<file path="config.mk">
export PLATFORM = sky130hd
export DESIGN_NAME = bloom_filter_map_core
export DESIGN_NICKNAME = d
export VERILOG_FILES = /design/src/bfm_pkg.sv /design/src/bfm_front.sv /design/src/bfm_back.sv /design/src/bloom_filter_map_core.sv
export SDC_FILE = /design/constraint.sdc
export NUM_CORES = 2
export LEC_CHECK = 0
export BUFFER_PORTS_ARGS = -buffer_cell sky130_fd_sc_hd__buf_4
export CELL_PAD_IN_SITES_DETAIL_PLACEMENT = 1
export CELL_PAD_IN_SITES_GLOBAL_PLACEMENT = 2
export CORE_MARGIN = 4
export CORE_UTILIZATION = 25
export DETAILED_ROUTE_END_ITERATION = 8
export PLACE_DENSITY = 0.53
export SETUP_SLACK_MARGIN = 0.15
export SLEW_MARGIN = 20
export SYNTH_ARGS = -nofsm -noshare
export SYNTH_HDL_FRONTEND = slang
export SYNTH_SLANG_ARGS = --single-unit
</file>
<file path="constraint.sdc">
create_clock -name clk -period 7.5 [get_ports clk]
set_input_delay 0.375 -clock clk [delete_from_list [all_inputs] [get_ports clk]]
set_output_delay 0.375 -clock clk [all_outputs]
set_load 0.02 [all_outputs]
</file>
<file path="src/bfm_pkg.sv">
// Package for the bloom filter map core: shared types, codes and constants.
// Depends on nothing; used by every module of the block.
`default_nettype none
package bfm_pkg;

    localparam int FILTER_BITS_DEF   = 256;
    localparam int MAX_KEY_BYTES_DEF = 16;
    localparam logic [31:0] HASH_INIT = 32'hdeadbeef;

    localparam logic [1:0] STATUS_OK       = 2'd0;
    localparam logic [1:0] STATUS_NOTFOUND = 2'd1;
    localparam logic [1:0] STATUS_INVALID  = 2'd2;

    localparam logic [1:0] CFG_KEY_LENGTH = 2'd0;
    localparam logic [1:0] CFG_HASH_COUNT = 2'd1;
    localparam logic [1:0] CFG_SEED       = 2'd2;

    typedef struct packed {
        logic [4:0]  key_length;
        logic [3:0]  hash_count;
        logic [31:0] seed;
    } bfm_cfg_t;

    typedef struct packed {
        logic             insert;
        logic             invalid;
        logic [3:0][31:0] key;
    } bfm_item_t;

    typedef struct packed {
        logic      valid;
        bfm_item_t item;
    } bfm_q_t;

    function automatic logic [31:0] rotl(input logic [31:0] x, input int r);
        return (x << r) | (x >> (32 - r));
    endfunction

endpackage
`default_nettype wire

</file>
<file path="src/bfm_front.sv">
// Front part: accepts input transactions, classifies them and queues them.
// Depends on bfm_pkg.
`default_nettype none
module bfm_front import bfm_pkg::*;
(
    input  wire logic        clk,
    input  wire logic        rst_n,
    input  wire logic        in_valid,
    output logic             in_stall,
    input  wire logic        kind,
    input  wire logic [31:0] key_word0,
    input  wire logic [31:0] key_word1,
    input  wire logic [31:0] key_word2,
    input  wire logic [31:0] key_word3,
    input  wire logic        flag_set,
    output bfm_q_t           q,
    input  wire logic        pop
);

    bfm_item_t  entry_reg [2];
    logic       wr_ptr_reg, wr_ptr_next;
    logic       rd_ptr_reg, rd_ptr_next;
    logic [1:0] count_reg, count_next;
    logic       push;
    logic       do_pop;
    bfm_item_t  new_item;

    assign in_stall = (count_reg == 2'd2);
    assign push     = in_valid && !in_stall;
    assign do_pop   = pop && (count_reg != 2'd0);

    always_comb
    begin
        new_item.insert  = kind;
        new_item.invalid = kind && flag_set;
        new_item.key     = {key_word3, key_word2, key_word1, key_word0};
    end

    always_comb
    begin
        wr_ptr_next = wr_ptr_reg ^ push;
        rd_ptr_next = rd_ptr_reg ^ do_pop;
        count_next  = count_reg + {1'b0, push} - {1'b0, do_pop};
    end

    always_ff @(posedge clk or negedge rst_n)
    begin
        if (!rst_n)
        begin
            wr_ptr_reg <= 1'b0;
            rd_ptr_reg <= 1'b0;
            count_reg  <= 2'd0;
        end
        else
        begin
            wr_ptr_reg <= wr_ptr_next;
            rd_ptr_reg <= rd_ptr_next;
            count_reg  <= count_next;
        end
    end

    always_ff @(posedge clk)
    begin
        if (push)
        begin
            entry_reg[wr_ptr_reg] <= new_item;
        end
    end

    assign q.valid = (count_reg != 2'd0);
    assign q.item  = entry_reg[rd_ptr_reg];

endmodule
`default_nettype wire

</file>
<file path="src/bfm_back.sv">
// Back part: runs the Jenkins hash sequencer, probes and sets the bit store,
// and holds the result register. Depends on bfm_pkg.
`default_nettype none
module bfm_back import bfm_pkg::*;
#(
    parameter int FILTER_BITS   = FILTER_BITS_DEF,
    parameter int MAX_KEY_BYTES = MAX_KEY_BYTES_DEF
)
(
    input  wire logic     clk,
    input  wire logic     rst_n,
    input  wire bfm_cfg_t cfg,
    input  wire bfm_q_t   q,
    output logic          pop,
    output logic          out_valid,
    input  wire logic     out_stall,
    output logic [1:0]    status
);

    localparam int POS_W = $clog2(FILTER_BITS);
    localparam logic [4:0] MAX_LEN = 5'(MAX_KEY_BYTES);

    localparam logic [2:0] ST_IDLE  = 3'd0;
    localparam logic [2:0] ST_INIT  = 3'd1;
    localparam logic [2:0] ST_ACC   = 3'd2;
    localparam logic [2:0] ST_MIX   = 3'd3;
    localparam logic [2:0] ST_FIN   = 3'd4;
    localparam logic [2:0] ST_PROBE = 3'd5;
    localparam logic [2:0] ST_DONE  = 3'd6;

    logic [2:0]             state_reg, state_next;
    logic [2:0]             step_reg, step_next;
    logic [3:0]             idx_reg, idx_next;
    logic                   mixed_reg, mixed_next;
    logic [4:0]             len_reg, len_next;
    logic                   insert_reg, insert_next;
    logic [3:0][31:0]       key_reg, key_next;
    logic [31:0]            a_reg, a_next, b_reg, b_next, c_reg, c_next;
    logic [1:0]             res_reg, res_next;
    logic                   out_valid_reg, out_valid_next;
    logic [1:0]             out_status_reg, out_status_next;
    logic [FILTER_BITS-1:0] bits_reg, bits_next;
    logic [31:0]            init_val;
    logic [POS_W-1:0]       pos;

    function automatic logic [31:0] byte_mask(input logic [4:0] len, input logic [4:0] start);
        logic [4:0] n;
        n = (len > start) ? (len - start) : 5'd0;
        if (n >= 5'd4)
            return 32'hffffffff;
        return (32'd1 << {n[1:0], 3'b000}) - 32'd1;
    endfunction

    assign init_val = HASH_INIT + {27'd0, len_reg} + cfg.seed + {28'd0, idx_reg};
    assign pos      = c_reg[POS_W-1:0];

    always_comb
    begin
        state_next      = state_reg;
        step_next       = step_reg;
        idx_next        = idx_reg;
        mixed_next      = mixed_reg;
        len_next        = len_reg;
        insert_next     = insert_reg;
        key_next        = key_reg;
        a_next          = a_reg;
        b_next          = b_reg;
        c_next          = c_reg;
        res_next        = res_reg;
        bits_next       = bits_reg;
        pop             = 1'b0;
        out_valid_next  = out_valid_reg && out_stall;
        out_status_next = out_status_reg;
        case (state_reg)
            ST_IDLE:
            begin
                if (q.valid)
                begin
                    pop         = 1'b1;
                    insert_next = q.item.insert;
                    key_next    = q.item.key;
                    len_next    = (cfg.key_length > MAX_LEN) ? MAX_LEN : cfg.key_length;
                    idx_next    = 4'd0;
                    res_next    = STATUS_OK;
                    if (q.item.invalid)
                    begin
                        res_next   = STATUS_INVALID;
                        state_next = ST_DONE;
                    end
                    else if (cfg.hash_count == 4'd0)
                    begin
                        state_next = ST_DONE;
                    end
                    else
                    begin
                        state_next = ST_INIT;
                    end
                end
            end
            ST_INIT:
            begin
                a_next     = init_val;
                b_next     = init_val;
                c_next     = init_val;
                mixed_next = 1'b0;
                step_next  = 3'd0;
                state_next = (len_reg == 5'd0) ? ST_PROBE : ST_ACC;
            end
            ST_ACC:
            begin
                step_next = 3'd0;
                if (!mixed_reg)
                begin
                    a_next = a_reg + (key_reg[0] & byte_mask(len_reg, 5'd0));
                    b_next = b_reg + (key_reg[1] & byte_mask(len_reg, 5'd4));
                    c_next = c_reg + (key_reg[2] & byte_mask(len_reg, 5'd8));
                    state_next = (len_reg > 5'd12) ? ST_MIX : ST_FIN;
                end
                else
                begin
                    a_next     = a_reg + (key_reg[3] & byte_mask(len_reg, 5'd12));
                    state_next = ST_FIN;
                end
            end
            ST_MIX:
            begin
                step_next = step_reg + 3'd1;
                case (step_reg)
                    3'd0:
                    begin
                        a_next = (a_reg - c_reg) ^ rotl(c_reg, 4);
                        c_next = c_reg + b_reg;
                    end
                    3'd1:
                    begin
                        b_next = (b_reg - a_reg) ^ rotl(a_reg, 6);
                        a_next = a_reg + c_reg;
                    end
                    3'd2:
                    begin
                        c_next = (c_reg - b_reg) ^ rotl(b_reg, 8);
                        b_next = b_reg + a_reg;
                    end
                    3'd3:
                    begin
                        a_next = (a_reg - c_reg) ^ rotl(c_reg, 16);
                        c_next = c_reg + b_reg;
                    end
                    3'd4:
                    begin
                        b_next = (b_reg - a_reg) ^ rotl(a_reg, 19);
                        a_next = a_reg + c_reg;
                    end
                    default:
                    begin
                        c_next     = (c_reg - b_reg) ^ rotl(b_reg, 4);
                        b_next     = b_reg + a_reg;
                        mixed_next = 1'b1;
                        state_next = ST_ACC;
                    end
                endcase
            end
            ST_FIN:
            begin
                step_next = step_reg + 3'd1;
                case (step_reg)
                    3'd0: c_next = (c_reg ^ b_reg) - rotl(b_reg, 14);
                    3'd1: a_next = (a_reg ^ c_reg) - rotl(c_reg, 11);
                    3'd2: b_next = (b_reg ^ a_reg) - rotl(a_reg, 25);
                    3'd3: c_next = (c_reg ^ b_reg) - rotl(b_reg, 16);
                    3'd4: a_next = (a_reg ^ c_reg) - rotl(c_reg, 4);
                    3'd5: b_next = (b_reg ^ a_reg) - rotl(a_reg, 14);
                    default:
                    begin
                        c_next     = (c_reg ^ b_reg) - rotl(b_reg, 24);
                        state_next = ST_PROBE;
                    end
                endcase
            end
            ST_PROBE:
            begin
                if (insert_reg)
                begin
                    bits_next[pos] = 1'b1;
                end
                if (!insert_reg && !bits_reg[pos])
                begin
                    res_next   = STATUS_NOTFOUND;
                    state_next = ST_DONE;
                end
                else if (idx_reg == cfg.hash_count - 4'd1)
                begin
                    state_next = ST_DONE;
                end
                else
                begin
                    idx_next   = idx_reg + 4'd1;
                    state_next = ST_INIT;
                end
            end
            ST_DONE:
            begin
                if (!out_valid_reg || !out_stall)
                begin
                    out_valid_next  = 1'b1;
                    out_status_next = res_reg;
                    state_next      = ST_IDLE;
                end
            end
            default:
            begin
                state_next = ST_IDLE;
            end
        endcase
    end

    always_ff @(posedge clk or negedge rst_n)
    begin
        if (!rst_n)
        begin
            state_reg     <= ST_IDLE;
            step_reg      <= 3'd0;
            idx_reg       <= 4'd0;
            mixed_reg     <= 1'b0;
            out_valid_reg <= 1'b0;
            bits_reg      <= '0;
        end
        else
        begin
            state_reg     <= state_next;
            step_reg      <= step_next;
            idx_reg       <= idx_next;
            mixed_reg     <= mixed_next;
            out_valid_reg <= out_valid_next;
            bits_reg      <= bits_next;
        end
    end

    always_ff @(posedge clk)
    begin
        len_reg        <= len_next;
        insert_reg     <= insert_next;
        key_reg        <= key_next;
        a_reg          <= a_next;
        b_reg          <= b_next;
        c_reg          <= c_next;
        res_reg        <= res_next;
        out_status_reg <= out_status_next;
    end

    assign out_valid = out_valid_reg;
    assign status    = out_status_reg;

endmodule
`default_nettype wire

</file>
<file path="src/bloom_filter_map_core.sv">
// An invalid insert or a zero hash count goes straight to the result. Otherwise each hash
// index runs the init, accumulate, final and probe steps (len 13..16 adds a mix and a second
// accumulate; len 0 goes from init to probe), one hash step per cycle. The back part takes
// a new transaction only after the last result is written, and that waits while the result
// is stalled; a queue of two transactions sits in front. Asynchronous active-low reset
// clears the bit store, queue and result valid flag and sets the configuration to defaults.
`default_nettype none
module bloom_filter_map_core import bfm_pkg::*;
#(
    parameter int FILTER_BITS   = FILTER_BITS_DEF,
    parameter int MAX_KEY_BYTES = MAX_KEY_BYTES_DEF
)
(
    input  wire logic        clk,
    input  wire logic        rst_n,
    input  wire logic        in_valid,
    output logic             in_stall,
    input  wire logic        kind,
    input  wire logic [31:0] key_word0,
    input  wire logic [31:0] key_word1,
    input  wire logic [31:0] key_word2,
    input  wire logic [31:0] key_word3,
    input  wire logic        flag_set,
    output logic             out_valid,
    input  wire logic        out_stall,
    output logic [1:0]       status,
    input  wire logic        cfg_valid,
    output logic             cfg_ready,
    input  wire logic [1:0]  cfg_index,
    input  wire logic [31:0] cfg_data
);

    bfm_cfg_t cfg_reg;
    bfm_q_t   q;
    logic     pop;

    assign cfg_ready = 1'b1;

    always_ff @(posedge clk or negedge rst_n)
    begin
        if (!rst_n)
        begin
            cfg_reg.key_length <= 5'd4;
            cfg_reg.hash_count <= 4'd3;
            cfg_reg.seed       <= 32'd0;
        end
        else if (cfg_valid && cfg_ready)
        begin
            case (cfg_index)
                CFG_KEY_LENGTH: cfg_reg.key_length <= cfg_data[4:0];
                CFG_HASH_COUNT: cfg_reg.hash_count <= cfg_data[3:0];
                CFG_SEED:       cfg_reg.seed       <= cfg_data;
                default:        ;
            endcase
        end
    end

    bfm_front u_front
    (
        .clk       (clk),
        .rst_n     (rst_n),
        .in_valid  (in_valid),
        .in_stall  (in_stall),
        .kind      (kind),
        .key_word0 (key_word0),
        .key_word1 (key_word1),
        .key_word2 (key_word2),
        .key_word3 (key_word3),
        .flag_set  (flag_set),
        .q         (q),
        .pop       (pop)
    );

    bfm_back #(
        .FILTER_BITS   (FILTER_BITS),
        .MAX_KEY_BYTES (MAX_KEY_BYTES)
    ) u_back
    (
        .clk       (clk),
        .rst_n     (rst_n),
        .cfg       (cfg_reg),
        .q         (q),
        .pop       (pop),
        .out_valid (out_valid),
        .out_stall (out_stall),
        .status    (status)
    );

`ifndef NO_ASSERTIONS
    a_status_code: assert property (@(posedge clk) disable iff (!rst_n)
        out_valid |-> (status == STATUS_OK || status == STATUS_NOTFOUND
                       || status == STATUS_INVALID))
        else $error("result carries an undefined status code");

    a_push_queued: assert property (@(posedge clk) disable iff (!rst_n)
        (in_valid && !in_stall) |=> q.valid)
        else $error("accepted transaction missing from the queue");

    a_pop_nonempty: assert property (@(posedge clk) disable iff (!rst_n)
        pop |-> q.valid)
        else $error("back part popped an empty queue");
`endif

endmodule
`default_nettype wire
</file>
==> key figures <==
Run status
  • Status: finished, final reports clean

Final layout
  • Largest register FFs: 260
  • # fillers: 25140
  • Sequential Area: 0.02267 sq mm
  • Final cell count without fillers: 8956
  • Post-layout nets: 6507
  • Post-route cell area: 0.06735 sq mm
  • Area growth from synthesis to layout: 19.13%
  • Share of post-route cells with drive strength above 1: 0.1388
  • Area of the multi-input gates: 0.03190 sq mm

Die
  • Site Rows: 174
  • Core box area: 0.2249 sq mm
  • Starting density of the core: 0.2514
  • Die width: 483.5 um
  • Die area: 0.2338 sq mm
  • Top-Level Pins: 174
  • Die height: 483.5 um

Logic synthesis
  • Post-Syn Nets: 6118
  • Flops & latches, synth: 807
  • Synth area leader: edfxtp_1
  • Synth Warn #: 0
  • EDFF count, synth: 494
  • Async SR Flop Fraction: 0.3879
  • Ys flop type: edfxtp_1
  • Yosys cell types: 92
  • Avg Cell Area, Syn: 10.30 sq um
  • Sequential area share after synthesis: 0.4010
  • Top cells by area, synth: edfxtp_1 26%, dfrtp_1 14%, ha_1 9.8%
  • Cells after Synth: 5488
  • Netlist Area Pre-Place: 0.05653 sq mm
  • Share of Yosys cell area claimed by the top area cell type: 0.2624

Route
  • Starting DRT DRC Count: 3482
  • Remaining design rule violation count: 0
  • Drt first pass iters: 5
  • Remaining antenna violation count: 0
  • WL final: 262.6 mm
  • Vias per cell: 5.252
  • Via count: 47040
  • Wirelength per Cell: 29.33 um

STA
  • Slew HR: 0.1993
  • Post-route clock period utilization: 0.8153
  • Max-slew violations: 0
  • Worst-Margin Slew: 1.200 ns
  • Clock skew: 0.04561 ns
  • Hold Vio Cnt, Final: 0
  • RSZ-0062 raised after global routing: no
  • Max Freq: 0.1635 GHz
  • Setup TNS: 0 ns
  • Final min period: 6.115 ns
  • Final setup fails: 0

Flow run
  • Total of max-cap violations: 0

Placed design
  • Hpwl dp: 197.7 mm
  • DP Cell Count: 8605
  • Port bufs: 172
  • RD Place Congestion: 0.9096
  • Placed standard-cell area: 0.06227 sq mm

Critical path
  • Setup CP Type: reg -> reg
  • Max incr delay on CP: 0.51 ns
  • Critical Path RT: 7.99 ns
  • Worst reg2reg endpoint: u_back.c_reg[28]
  • CP max FO: 28
  • CP endpoint kind: flip-flop
  • R2r setup slk: 1.38 ns
  • Worst R2R Start: u_back.step_reg[1]
  • Worst path arrival time: 6.60 ns
  • Startpoint class of the critical path: flip-flop
  • Slowest stage cell, crit path: a221oi_1
  • Sequence of cells on the critical path: inv_1, ha_1, inv_1, nor2_2, buf_4, a22oi_1, o21ai_0, ha_1, inv_1, fa_1, a21o_1, a221oi_1, a21oi_1, a211oi_1, o21ai_0, a31oi_1, o21ai_0, xnor2_1, o22ai_1, or3_1
  • Reg2Reg Depth: 20

Global route
  • Total GRT Usage: 0.2182
  • Initial antenna violation count: 26
  • First-pass GRT wire length: 372.9 mm
  • Largest net degree at the start of global routing: 107
  • Vias in the first global route: 48800
  • GRT overflow: 0

Clocking
  • CTS Buf Count: 97
  • Worst-Skew Late Latency: 0.77 ns
  • CTS max path bufs: 3
  • Clock slew at reported path FFs: 0.06 ns
  • CTS tree: yes
  • CTS resizes: 0
  • Clk sinks: 807
  • Post-CTS Setup Inserts: 0
  • Hold_buf cts: 164
  • Cell chosen for the clock root: clkbuf_16
  • Htree depth: 3

Worst hold path
  • Hold Path Cell Cnt: 3
  • Min-Delay Path Class: in -> reg
  • WHS Endpoint: cfg_reg[40]
  • Hold wc startpoint: cfg_index[1]
==> layout make-up <==
cell class	instances	area share
Clock inverter	44	0.009345
Antenna cell	6	0.0002229
Tap cell	2992	0.05559
Multi-Input combinational cell	4124	0.4736
Clock buffer	136	0.04078
Sequential cell	807	0.3367
Inverter	322	0.01802
Timing Repair Buffer	525	0.06571
==> synthesized netlist by cell type, types with 28 or more instances <==
cell type  number
a211o_1        28
a211oi_1       52
a21o_1        300
a21oi_1       433
a221oi_1       39
a22o_1         62
a31oi_1        43
and2_1         69
and3_1         29
clkbuf_1      187
dfrtp_1       310
edfxtp_1      494
ha_1          445
inv_1         302
mux2_2        173
mux2i_1       147
mux4_2         66
nand2_1       261
nand2b_1       62
nand3_1        80
nand4_1        41
nor2_1        321
nor2b_1        61
nor3_1         93
o211ai_1       62
o21a_1         30
o21ai_0       246
o21bai_1      124
o22ai_1        43
o31ai_1        41
xnor2_1       355
xor2_1         77
==> worst max-delay path, delay by kind of cell (launching register included) <==
kind / cells / cell delay [ns]
AOI/OAI and AO/OA: 10 / 2.69
DFF: 1 / 0.45
adders and majority gates: 3 / 1.00
buffers and inverters: 4 / 0.75
xor gates and xnor gates: 1 / 0.18
and+or+nand+nor: 2 / 0.76
==> per-layer routing <==
layer,part of all wire,GRT usage,up-vias
met2,0.45,0.3458,1169
met4,0.031,0.06252,0
li1,-,-,21220
met1,0.48,0.3134,24390
met5,0,0,-
met3,0.043,0.02336,265
==> layout by cell type (no fill, tap or decap), drive strengths merged, types with 41 or more instances in the layout <==
cell type    count
o21ai          253
mux2i          147
a211oi          53
nand3           80
ha             445
clkinv          45
nor2           321
buf            361
nand2b          62
dlygate4sd3    164
o31ai           41
inv            306
o21bai         124
nor2b           61
nand4           41
xnor2          355
a31oi           43
a22o            62
and2            70
xor2            77
a21o           300
mux4            73
o211ai          62
mux2           173
a21oi          433
nor3            93
clkbuf         136
edfxtp         494
dfrtp          310
o22ai           43
nand2          262
==> logic make-up (layout without fill, tap and decap cells) <==
| family | Yosys count | in the layout | synth area share |
|---|---|---|---|
| AO/OA/AOI/OAI | 1708 | 1708 | 0.2026 |
| XOR/XNOR | 432 | 432 | 0.06693 |
| adder cells (fa/ha/maj) | 461 | 461 | 0.1042 |
| buffers and inverters | 557 | 1027 | 0.03814 |
| flip-flops | 807 | 807 | 0.4010 |
| multiplexers | 393 | 393 | 0.09004 |
| other | 1 | 7 | 0.00006634 |
| AND/OR/NAND/NOR | 1129 | 1129 | 0.09708 |
==> metrics by stage <==
stage	hold WS, ns	setup WS, ns	utilization
2_1_floorplan	0.07941	2.184	-
3_3_place_gp	0.4065	1.451	0.2768
4_1_cts	0.08490	1.411	0.2992
3_5_place_dp	0.4223	1.487	0.2769
5_1_grt	0.1108	1.075	0.2994
6_report	0.1478	1.385	0.2995
==> worst max-delay path by stage <==
stage / start / end / cells after the start
6_report: u_back.step_reg[1] / u_back.c_reg[28] / 20
5_1_grt: u_back.len_reg[3] / u_back.a_reg[31] / 17
4_1_cts: u_back.step_reg[0] / u_back.c_reg[28] / 17
3_5_place_dp: u_back.step_reg[2] / u_back.c_reg[28] / 15
3_3_place_gp: u_back.step_reg[0] / u_back.c_reg[28] / 17
2_1_floorplan: u_back.step_reg[0] / u_back.a_reg[24] / 21
Power is not shown: default switching activity piles up to over one toggle a cycle in this logic, so the estimate is an artifact.
